$ cat config.mk
export PLATFORM = sky130hd
export DESIGN_NAME = cube_map_face_and_uv
export DESIGN_NICKNAME = d
export VERILOG_FILES = /design/src/hw/rtl/cmf_pkg.sv /design/src/hw/rtl/cube_map_face_and_uv.sv /design/src/hw/rtl/cmf_select.sv /design/src/hw/rtl/cmf_cell.sv
export SDC_FILE = /design/constraint.sdc
export NUM_CORES = 2
export LEC_CHECK = 0
export BUFFER_PORTS_ARGS = -buffer_cell sky130_fd_sc_hd__buf_2
export CORE_UTILIZATION = 60
export CTS_BUF_LIST = sky130_fd_sc_hd__clkbuf_2 sky130_fd_sc_hd__clkbuf_4 sky130_fd_sc_hd__clkbuf_8
export CTS_CLUSTER_DIAMETER = 50
export CTS_CLUSTER_SIZE = 25
export DETAILED_ROUTE_END_ITERATION = 7
export PLACE_DENSITY = 0.82
export SLEW_MARGIN = 20
export SYNTH_ARGS = -nofsm -noshare
export SYNTH_HDL_FRONTEND = slang
export SYNTH_SLANG_ARGS = --single-unit
export TNS_END_PERCENT = 30
$ cat constraint.sdc
create_clock -name clk -period 10.75 [get_ports clk]
set_clock_uncertainty 0.2 [all_clocks]
set_input_delay 1.075 -clock clk [delete_from_list [all_inputs] [get_ports clk]]
set_output_delay 1.075 -clock clk [all_outputs]
set_load 0.02 [all_outputs]
$ cat src/hw/rtl/cmf_pkg.sv
package cmf_pkg;

  localparam int CoordWidth = 16;
  localparam int UvWidth    = 16;
  // face-local coordinate, one bit wider to hold the negated most negative input
  localparam int SWidth     = CoordWidth + 1;
  // remainder and divisor width: divisor is 2k, up to 2^CoordWidth
  localparam int RemWidth   = CoordWidth + 1;
  // stages between input transfer and result: select, setup, one cell per bit, output register
  localparam int Latency    = UvWidth + 3;

  typedef enum logic [2:0] {
    FACE_POS_X = 3'd0,
    FACE_NEG_X = 3'd1,
    FACE_POS_Y = 3'd2,
    FACE_NEG_Y = 3'd3,
    FACE_POS_Z = 3'd4,
    FACE_NEG_Z = 3'd5
  } face_t;

  // data handed from one divider cell to the next
  typedef struct packed {
    logic                valid;
    face_t               face;
    logic                zero;
    logic                sat_u;
    logic                sat_v;
    logic [RemWidth-1:0] div;
    logic [RemWidth-1:0] rem_u;
    logic [RemWidth-1:0] rem_v;
    logic [UvWidth-1:0]  quo_u;
    logic [UvWidth-1:0]  quo_v;
  } cell_t;

endpackage

$ cat src/hw/rtl/cube_map_face_and_uv.sv
// channel  ports                                     transfer
// input    in_dir_x, in_dir_y, in_dir_z              start && !busy
// result   out_face, out_tex_u, out_tex_v,           out_valid (one cycle)
//          out_zero_vector
//
// one direction is taken every cycle; busy is never raised
// each result passes from its input transfer through one select stage, one setup
// stage, one divider cell per coordinate bit and one output register
// synchronous active-low reset empties the pipeline; no result follows a reset
// the receiver cannot stall, so results stream out in input order
module cube_map_face_and_uv (
  input  logic                                  clk,
  input  logic                                  rst_n,
  input  logic                                  start,
  output logic                                  busy,
  input  logic signed [cmf_pkg::CoordWidth-1:0] in_dir_x,
  input  logic signed [cmf_pkg::CoordWidth-1:0] in_dir_y,
  input  logic signed [cmf_pkg::CoordWidth-1:0] in_dir_z,
  output logic                                  out_valid,
  output logic [2:0]                            out_face,
  output logic [cmf_pkg::UvWidth-1:0]           out_tex_u,
  output logic [cmf_pkg::UvWidth-1:0]           out_tex_v,
  output logic                                  out_zero_vector
);

  cmf_pkg::cell_t              chain [cmf_pkg::UvWidth+1];
  cmf_pkg::cell_t              last;

  logic                        out_valid_r;
  logic [2:0]                  out_face_r, out_face_nxt;
  logic [cmf_pkg::UvWidth-1:0] out_tex_u_r, out_tex_u_nxt;
  logic [cmf_pkg::UvWidth-1:0] out_tex_v_r, out_tex_v_nxt;
  logic                        out_zero_r;

  assign busy = 1'b0;

  cmf_select u_select (
    .clk      (clk),
    .rst_n    (rst_n),
    .accept   (start && !busy),
    .dir_x    (in_dir_x),
    .dir_y    (in_dir_y),
    .dir_z    (in_dir_z),
    .cell_out (chain[0])
  );

  for (genvar i = 0; i < cmf_pkg::UvWidth; i++) begin : g_cell
    cmf_cell u_cell (
      .clk      (clk),
      .rst_n    (rst_n),
      .cell_in  (chain[i]),
      .cell_out (chain[i+1])
    );
  end

  assign last = chain[cmf_pkg::UvWidth];

  always_comb begin
    if (last.zero) begin
      out_face_nxt  = cmf_pkg::FACE_POS_X;
      out_tex_u_nxt = '0;
      out_tex_v_nxt = '0;
    end else begin
      out_face_nxt  = last.face;
      out_tex_u_nxt = last.sat_u ? '1 : last.quo_u;
      out_tex_v_nxt = last.sat_v ? '1 : last.quo_v;
    end
  end

  always_ff @(posedge clk) begin
    if (!rst_n) begin
      out_valid_r <= 1'b0;
    end else begin
      out_valid_r <= last.valid;
    end
  end

  always_ff @(posedge clk) begin
    out_face_r  <= out_face_nxt;
    out_tex_u_r <= out_tex_u_nxt;
    out_tex_v_r <= out_tex_v_nxt;
    out_zero_r  <= last.zero;
  end

  assign out_valid       = out_valid_r;
  assign out_face        = out_face_r;
  assign out_tex_u       = out_tex_u_r;
  assign out_tex_v       = out_tex_v_r;
  assign out_zero_vector = out_zero_r;

endmodule

$ cat src/hw/rtl/cmf_select.sv
module cmf_select (
  input  logic                                  clk,
  input  logic                                  rst_n,
  input  logic                                  accept,
  input  logic signed [cmf_pkg::CoordWidth-1:0] dir_x,
  input  logic signed [cmf_pkg::CoordWidth-1:0] dir_y,
  input  logic signed [cmf_pkg::CoordWidth-1:0] dir_z,
  output cmf_pkg::cell_t                        cell_out
);

  logic [cmf_pkg::CoordWidth-1:0]    ax, ay, az;
  logic signed [cmf_pkg::SWidth-1:0] xe, ye, ze;
  logic signed [cmf_pkg::SWidth-1:0] sc_nxt, tc_nxt;
  logic [cmf_pkg::CoordWidth-1:0]    k_nxt;
  cmf_pkg::face_t                    face_nxt;
  logic                              zero_nxt;

  logic                              s1_valid_r;
  cmf_pkg::face_t                    s1_face_r;
  logic                              s1_zero_r;
  logic [cmf_pkg::CoordWidth-1:0]    s1_k_r;
  logic signed [cmf_pkg::SWidth-1:0] s1_sc_r, s1_tc_r;

  logic [cmf_pkg::RemWidth-1:0]      num_u, num_v, div;
  cmf_pkg::cell_t                    cell_nxt, cell_r;

  // major axis and face-local coordinates
  always_comb begin
    ax = dir_x[cmf_pkg::CoordWidth-1] ? -dir_x : dir_x;
    ay = dir_y[cmf_pkg::CoordWidth-1] ? -dir_y : dir_y;
    az = dir_z[cmf_pkg::CoordWidth-1] ? -dir_z : dir_z;
    xe = $signed({dir_x[cmf_pkg::CoordWidth-1], dir_x});
    ye = $signed({dir_y[cmf_pkg::CoordWidth-1], dir_y});
    ze = $signed({dir_z[cmf_pkg::CoordWidth-1], dir_z});
    zero_nxt = (dir_x == '0) && (dir_y == '0) && (dir_z == '0);
    priority if (az >= ax && az >= ay) begin
      k_nxt = az;
      if (dir_z[cmf_pkg::CoordWidth-1]) begin
        face_nxt = cmf_pkg::FACE_NEG_Z;
        sc_nxt   = -xe;
      end else begin
        face_nxt = cmf_pkg::FACE_POS_Z;
        sc_nxt   = xe;
      end
      tc_nxt = ye;
    end else if (ay >= ax) begin
      k_nxt  = ay;
      sc_nxt = xe;
      if (dir_y[cmf_pkg::CoordWidth-1]) begin
        face_nxt = cmf_pkg::FACE_NEG_Y;
        tc_nxt   = ze;
      end else begin
        face_nxt = cmf_pkg::FACE_POS_Y;
        tc_nxt   = -ze;
      end
    end else begin
      k_nxt  = ax;
      tc_nxt = ye;
      if (dir_x[cmf_pkg::CoordWidth-1]) begin
        face_nxt = cmf_pkg::FACE_NEG_X;
        sc_nxt   = ze;
      end else begin
        face_nxt = cmf_pkg::FACE_POS_X;
        sc_nxt   = -ze;
      end
    end
  end

  always_ff @(posedge clk) begin
    if (!rst_n) begin
      s1_valid_r <= 1'b0;
    end else begin
      s1_valid_r <= accept;
    end
  end

  always_ff @(posedge clk) begin
    s1_face_r <= face_nxt;
    s1_zero_r <= zero_nxt;
    s1_k_r    <= k_nxt;
    s1_sc_r   <= sc_nxt;
    s1_tc_r   <= tc_nxt;
  end

  // numerator s + k lies in [0, 2k]; unsigned wrap gives it exactly
  always_comb begin
    num_u = cmf_pkg::RemWidth'(s1_sc_r) + {1'b0, s1_k_r};
    num_v = cmf_pkg::RemWidth'(s1_tc_r) + {1'b0, s1_k_r};
    div   = {s1_k_r, 1'b0};
    cell_nxt.valid = s1_valid_r;
    cell_nxt.face  = s1_face_r;
    cell_nxt.zero  = s1_zero_r;
    cell_nxt.div   = div;
    // numerator equal to the divisor means exactly 1.0
    cell_nxt.sat_u = (num_u == div);
    cell_nxt.sat_v = (num_v == div);
    cell_nxt.rem_u = cell_nxt.sat_u ? '0 : num_u;
    cell_nxt.rem_v = cell_nxt.sat_v ? '0 : num_v;
    cell_nxt.quo_u = '0;
    cell_nxt.quo_v = '0;
  end

  always_ff @(posedge clk) begin
    if (!rst_n) begin
      cell_r <= '0;
    end else begin
      cell_r <= cell_nxt;
    end
  end

  assign cell_out = cell_r;

endmodule

$ cat src/hw/rtl/cmf_cell.sv
module cmf_cell (
  input  logic           clk,
  input  logic           rst_n,
  input  cmf_pkg::cell_t cell_in,
  output cmf_pkg::cell_t cell_out
);

  logic [cmf_pkg::RemWidth:0] rem2_u, rem2_v, div_ext, diff_u, diff_v;
  logic                       ge_u, ge_v;
  cmf_pkg::cell_t             cell_nxt, cell_r;

  // one restoring step for each of the two coordinates
  always_comb begin
    div_ext = {1'b0, cell_in.div};
    rem2_u  = {cell_in.rem_u, 1'b0};
    rem2_v  = {cell_in.rem_v, 1'b0};
    ge_u    = rem2_u >= div_ext;
    ge_v    = rem2_v >= div_ext;
    diff_u  = rem2_u - div_ext;
    diff_v  = rem2_v - div_ext;
    cell_nxt       = cell_in;
    cell_nxt.rem_u = ge_u ? diff_u[cmf_pkg::RemWidth-1:0] : rem2_u[cmf_pkg::RemWidth-1:0];
    cell_nxt.rem_v = ge_v ? diff_v[cmf_pkg::RemWidth-1:0] : rem2_v[cmf_pkg::RemWidth-1:0];
    cell_nxt.quo_u = {cell_in.quo_u[cmf_pkg::UvWidth-2:0], ge_u};
    cell_nxt.quo_v = {cell_in.quo_v[cmf_pkg::UvWidth-2:0], ge_v};
  end

  always_ff @(posedge clk) begin
    if (!rst_n) begin
      cell_r <= '0;
    end else begin
      cell_r <= cell_nxt;
    end
  end

  assign cell_out = cell_r;

endmodule

# Word level (Yosys, flattened, before mapping)

Index checks and enable logic that the tools add are counted.

Register bits after elaboration: 1299
Input port bits: 51
Logic and storage cells: 369

Add/sub/neg operators: 37
$lt $le $gt $ge: 35
Equality and inequality tests: 2
Muxes and demuxes: 49
Bitwise gates (word level): 1
Reduce and logical (&&, ||, !) cells: 38

Operators with widths:

| kind              | count |
|---|---|
| $mux 17           | 37 |
| $ge 18x17->1      | 32 |
| $sub 17x17->17    | 30 |
| $mux 16           | 7 |
| $reduce_and 2->1  | 30 |
| $ge 16x16->1      | 3 |
| $logic_not 16->1  | 3 |
| $neg 16->16       | 3 |
| $add 17x16->17    | 2 |
| $eq 17x17->1      | 2 |
| $neg 16->17       | 2 |
| $mux 3            | 2 |
| $reduce_or 2->1   | 2 |
| $logic_and 1x1->1 | 3 |
| $mux 1            | 3 |
| $not 1->1         | 1 |

# Depth between registers and ports, before layout

Depth after elaboration: 5
Mapped depth: 21
Gate-level depth less buffers: 18

# By module

Synthesis repeated with hierarchy kept, for this count alone.

Cells, all modules: 9067
Area total of the unflattened synthesis: 81351.8 µm²

Modules (own cells, without submodules):

| module                           | instances | cells an instance | area each (µm²) |
|---|---|---|---|
| cmf_cell at g_cell[0].u_cell ... | 15        | 495               | 4466.8 |
| cmf_select                       | 1         | 1082              | 8774.7 |
| cmf_cell at g_cell[2].u_cell     | 1         | 478               | 4410.5 |
| cube_map_face_and_uv             | 1         | 82                | 1164.9 |

# Worst setup path before layout

Ideal clock, no wire load.

Kind: input to register
Start: in in_dir_z[2] in the netlist's numbering
End: reg u_select.s1_sc_r[11] in the netlist's numbering
Setup time: 119 ps
Data arrival time: 5673 ps
Slack: 4759 ps
Stages on the path: 20
Path buffers: 3
Cell sequence: clkbuf_1 > or3_1 > or3_1 > or3_1 > or3_1 > nor3_1 > nor2_1 > xor2_1 > ha_1 > a21o_1 > a21o_1 > a221o_1 > or2_2 > o32ai_1 > or2_1 > o21ai_1 > buf_2 > buf_2 > a21boi_0 > o221a_2

Longest elaborated chain between the ends: 5
Elaborated cells between the ends (all ways): 9
Those cells by class: 2 x add/sub; 2 x order compare; 4 x mux; 1 x reduce/logical

Ends and longest elaborated chain:

| item                                | RTL line                   | source |
|---|---|---|
| from (decl)                         | cube_map_face_and_uv.sv:18 | `input logic signed [cmf_pkg::CoordWidth-1:0] in_dir_z,` |
| $neg 16->16                         | cmf_select.sv:31           | `az = dir_z[cmf_pkg::CoordWidth-1] ? -dir_z : dir_z;` |
| $mux 16                             | cmf_select.sv:31           |  |
| $ge 16x16->1                        | cmf_select.sv:36           | `priority if (az >= ax && az >= ay) begin` |
| $logic_and 1x1->1                   | cmf_select.sv:36           |  |
| $mux 17 (*)                         | cmf_select.sv:36           |  |
| named net u_select.sc_nxt (one bit) | cmf_select.sv:13           | `logic signed [cmf_pkg::SWidth-1:0] sc_nxt, tc_nxt;` |
| to (signal assigned)                | cmf_select.sv:81           | `s1_sc_r <= sc_nxt;` |
| to (decl)                           | cmf_select.sv:22           | `logic signed [cmf_pkg::SWidth-1:0] s1_sc_r, s1_tc_r;` |

The timed path passes the listed nets; every way through them passes the cells marked *.
A chain may end at the register's enable or synchronous reset.

# Final worst setup path

Start: in in_dir_z[2] in the netlist's numbering
End: reg u_select.s1_sc_r[16] in the netlist's numbering

Same word-level chain as after synthesis.

==> metrics.yaml <==
worst_setup_path:
  critical_path_required_ns: 11.26
  worst-path-max-fanout: 7
  crit_top_cell: "or3_1"
  worst-path-buf-inv: 1
  start_kind: "primary input"
  crit_chain: "buf_2 > or3_1 > or3_1 > or3_1 > or3_1 > nor3_1 > nor2_1 > xor2_1 > ha_1 > a21o_1 > a21o_1 > a221o_1 > or2_2 > o32ai_1 > or2_1 > o21ai_0 > o32a_1 > o21ai_0"
  cpMaxStageDelayCell: "o32a_1"
  critPathTopFamily: "simple AND/OR/NAND/NOR gates"
  end_kind: "flop"
  critical_path.max_stage_delay_ns: 0.45
  worstPathArrival_ns: 6.40
  path_class: "primary input to flop"
clocking:
  root_buffer: "clkbuf_8"
  cts_setup_buffers: 0
  hold_buffers: 0
  clock-sinks: 1253
  path_clk_slew_ns: 0.12
  cts_tree: "built"
  clock_latency_ns: 0.84
  post_cts_resized: 0
  htreeDepth: 3
  clock_path_buffers: 3
  cts_made_buffers: 114
floorplanning:
  pin_count: 89
  die_area_um2: 108000
  rows: 119
  die_y_um: 328
  die_w_um: 328
  core_area_um2: 105000
  start_util: 0.606
final_layout:
  final_common_cell: "dfxtp_1"
  nets: 7904
  area_growth_pct: 6.70
  final_cell_mix: "dfxtp_1 (1252), nor2_1 (1070), ha_1 (592)"
  drive_above_1_share: 0.0591
  nFillCells: 8705
timing:
  rsz0062_at_grt: "no"
  max_freq_mhz: 170
  relSlewSlack: 0.226
  finalCriticalPeriod_ns: 5.89
  drv_slew: 0
  setup_violations: 0
  setup_ws_ns: 4.86
  finalHoldViolations: 0
  tightest_slew_ns: 1.16
  tns_ns: 0
  finalCritPeriodShare: 0.548
status:
  failed_checks: "design-rule violations"
  status: "complete, but fails checks"
global_routing:
  overflow: 0
  grt_max_degree: 228
  antenna_found_initial: 15
  track_usage: 0.285
  grt_pass1_vias: 47100
  grt_pass1_wl_um: 247000
drt:
  ant_nets: 0
  drc: 32
  drtIter0Drc: 3708
  avgRoutedWirePerCell_um: 18.0
  routed_via_density: 5.72
  wl_um: 157000
  routed-via-count: 49800
  first_pass_iters: 8
logic_synthesis:
  async_flop_share: 0
  synth_edf_count: 0
  ys_seq_elements: 1253
  synth.distinct_cells: 85
  synth-seq-area-share: 0.393
  synth_ff_type: "dfxtp_1"
  avgSynthCellArea_um2: 8.78
  synth_fp_nets: 7942
  yosysTopAreaCellShare: 0.393
  syn_area_um2: 63800
  synthCells: 7267
  yosys_warnings: 0
  yosys-top-cells-area: "dfxtp_1 (39%), ha_1 (12%), nor2_1 (6.3%), mux2i_1 (4.2%), and2_1 (4.1%)"
  yosysTopAreaCell: "dfxtp_1"
placement:
  place_congestion: 0.956
  hpwlAfterDp_um: 120000
  io_buffer_count: 87
  dp_slack_ns: 4.05
power:
  powerDensity_nw_per_um2: 319
  p_leak_nw: 29.7
  power_mw: 21.7
  vdd.ir_drop.worst_mv: 0.169
hold_path:
  hold_class: "flop to flop"
run:
  cap_violations: 0
## worst reg2reg max path: cells and delay by family (launching register included)
kind,cells,cell delay [ns]
mux,1,0.43
fa+ha+maj,1,0.30
compound gates,5,2.00
simple gates,3,0.96
buf+inv,1,0.11
flops,1,0.41
## cells by family after synthesis
family / count (synthesis) / synth area share
muxes: 274 / 0.0431
DFF: 1253 / 0.393
buffers and inverters: 721 / 0.0428
AOI/OAI and AO/OA: 1332 / 0.136
xor gates and xnor gates: 414 / 0.0584
and+or+nand+nor: 2647 / 0.201
other: 1 / 0.0000587
adders and majority gates: 625 / 0.126
## report_power, final
group          internal, mW  switching (mW)
clock                  1.36            1.97
sequential             5.50           0.595
combinational          5.11            7.21
## cell type report
class / instances / area (µm²) / share of cell area
Tap cell: 1391 / 1740 / 0.0256
Sequential cell: 1253 / 25100 / 0.368
Clock inverter: 92 / 1220 / 0.0179
Multi-Input combinational cell: 5293 / 36000 / 0.529
Timing Repair Buffer: 105 / 609 / 0.00895
Inverter: 462 / 1740 / 0.0256
Antenna cell: 2 / 5.00 / 0.0000735
Clock buffer: 123 / 1670 / 0.0246
## synthesized netlist by cell type, drive strengths merged, types with 34 or more instances
cell / number
nor2: 1072
or2: 55
xor2: 135
and2: 421
xnor2: 272
and3: 36
a21oi: 374
o31a: 35
ha: 592
nand2: 396
a211oi: 58
buf: 40
o21ai: 315
a21o: 141
a31oi: 44
nand3: 61
dfxtp: 1253
nor3: 134
nand4: 105
inv: 461
o21bai: 34
nand2b: 69
mux2i: 269
clkbuf: 219
o311ai: 37
or3: 43
o31ai: 40
nor2b: 155
a21boi: 50
## per-layer routing
metal | wire length (µm) | part of all wire | global-route usage
met1 | 69100 | 0.44 | 0.372
met2 | 72700 | 0.46 | 0.474
met3 | 9440 | 0.060 | 0.0445
met4 | 5830 | 0.037 | 0.105
met5 | 128 | 0.00081 | 0
## final timing paths
path / endpoint / cells past startpoint / start / slack, ns
setup / recovery: u_select.s1_sc_r[16]$_DFF_P_ / 18 / in_dir_z[2] / 4.86
hold / removal: g_cell[2].u_cell.cell_out[84]$_SDFF_PN0_ / 1 / g_cell[1].u_cell.cell_out[84]$_SDFF_PN0_ / 0.22
setup reg to reg: g_cell[8].u_cell.cell_out[54]$_SDFF_PN0_ / 11 / g_cell[7].u_cell.cell_out[68]$_SDFF_PN0_ / 6.21
hold reg to reg: g_cell[2].u_cell.cell_out[84]$_SDFF_PN0_ / 1 / g_cell[1].u_cell.cell_out[84]$_SDFF_PN0_ / 0.22
## metrics by stage
step,util,area [µm²],cells,hold slack [ns]
after detailed placement,0.618,65200,8503,0.217
after global placement,0.618,65200,8503,0.213
after floorplan,-,63800,7267,0.129
after CTS,0.646,68100,8718,0.165
final,0.646,68100,8721,0.215
after global routing,0.646,68100,8720,0.179
## state kept, by name, indices dropped and copies added, names as in the netlist, 3 cells and up
signal / flops
g_cell.u_cell.cell_out: 1104
out_face: 3
out_tex_u: 16
out_tex_v: 16
u_select.cell_out: 57
u_select.s1_face_r: 3
u_select.s1_k_r: 16
u_select.s1_sc_r: 17
u_select.s1_tc_r: 17
Power figures use the tool's default switching activity.
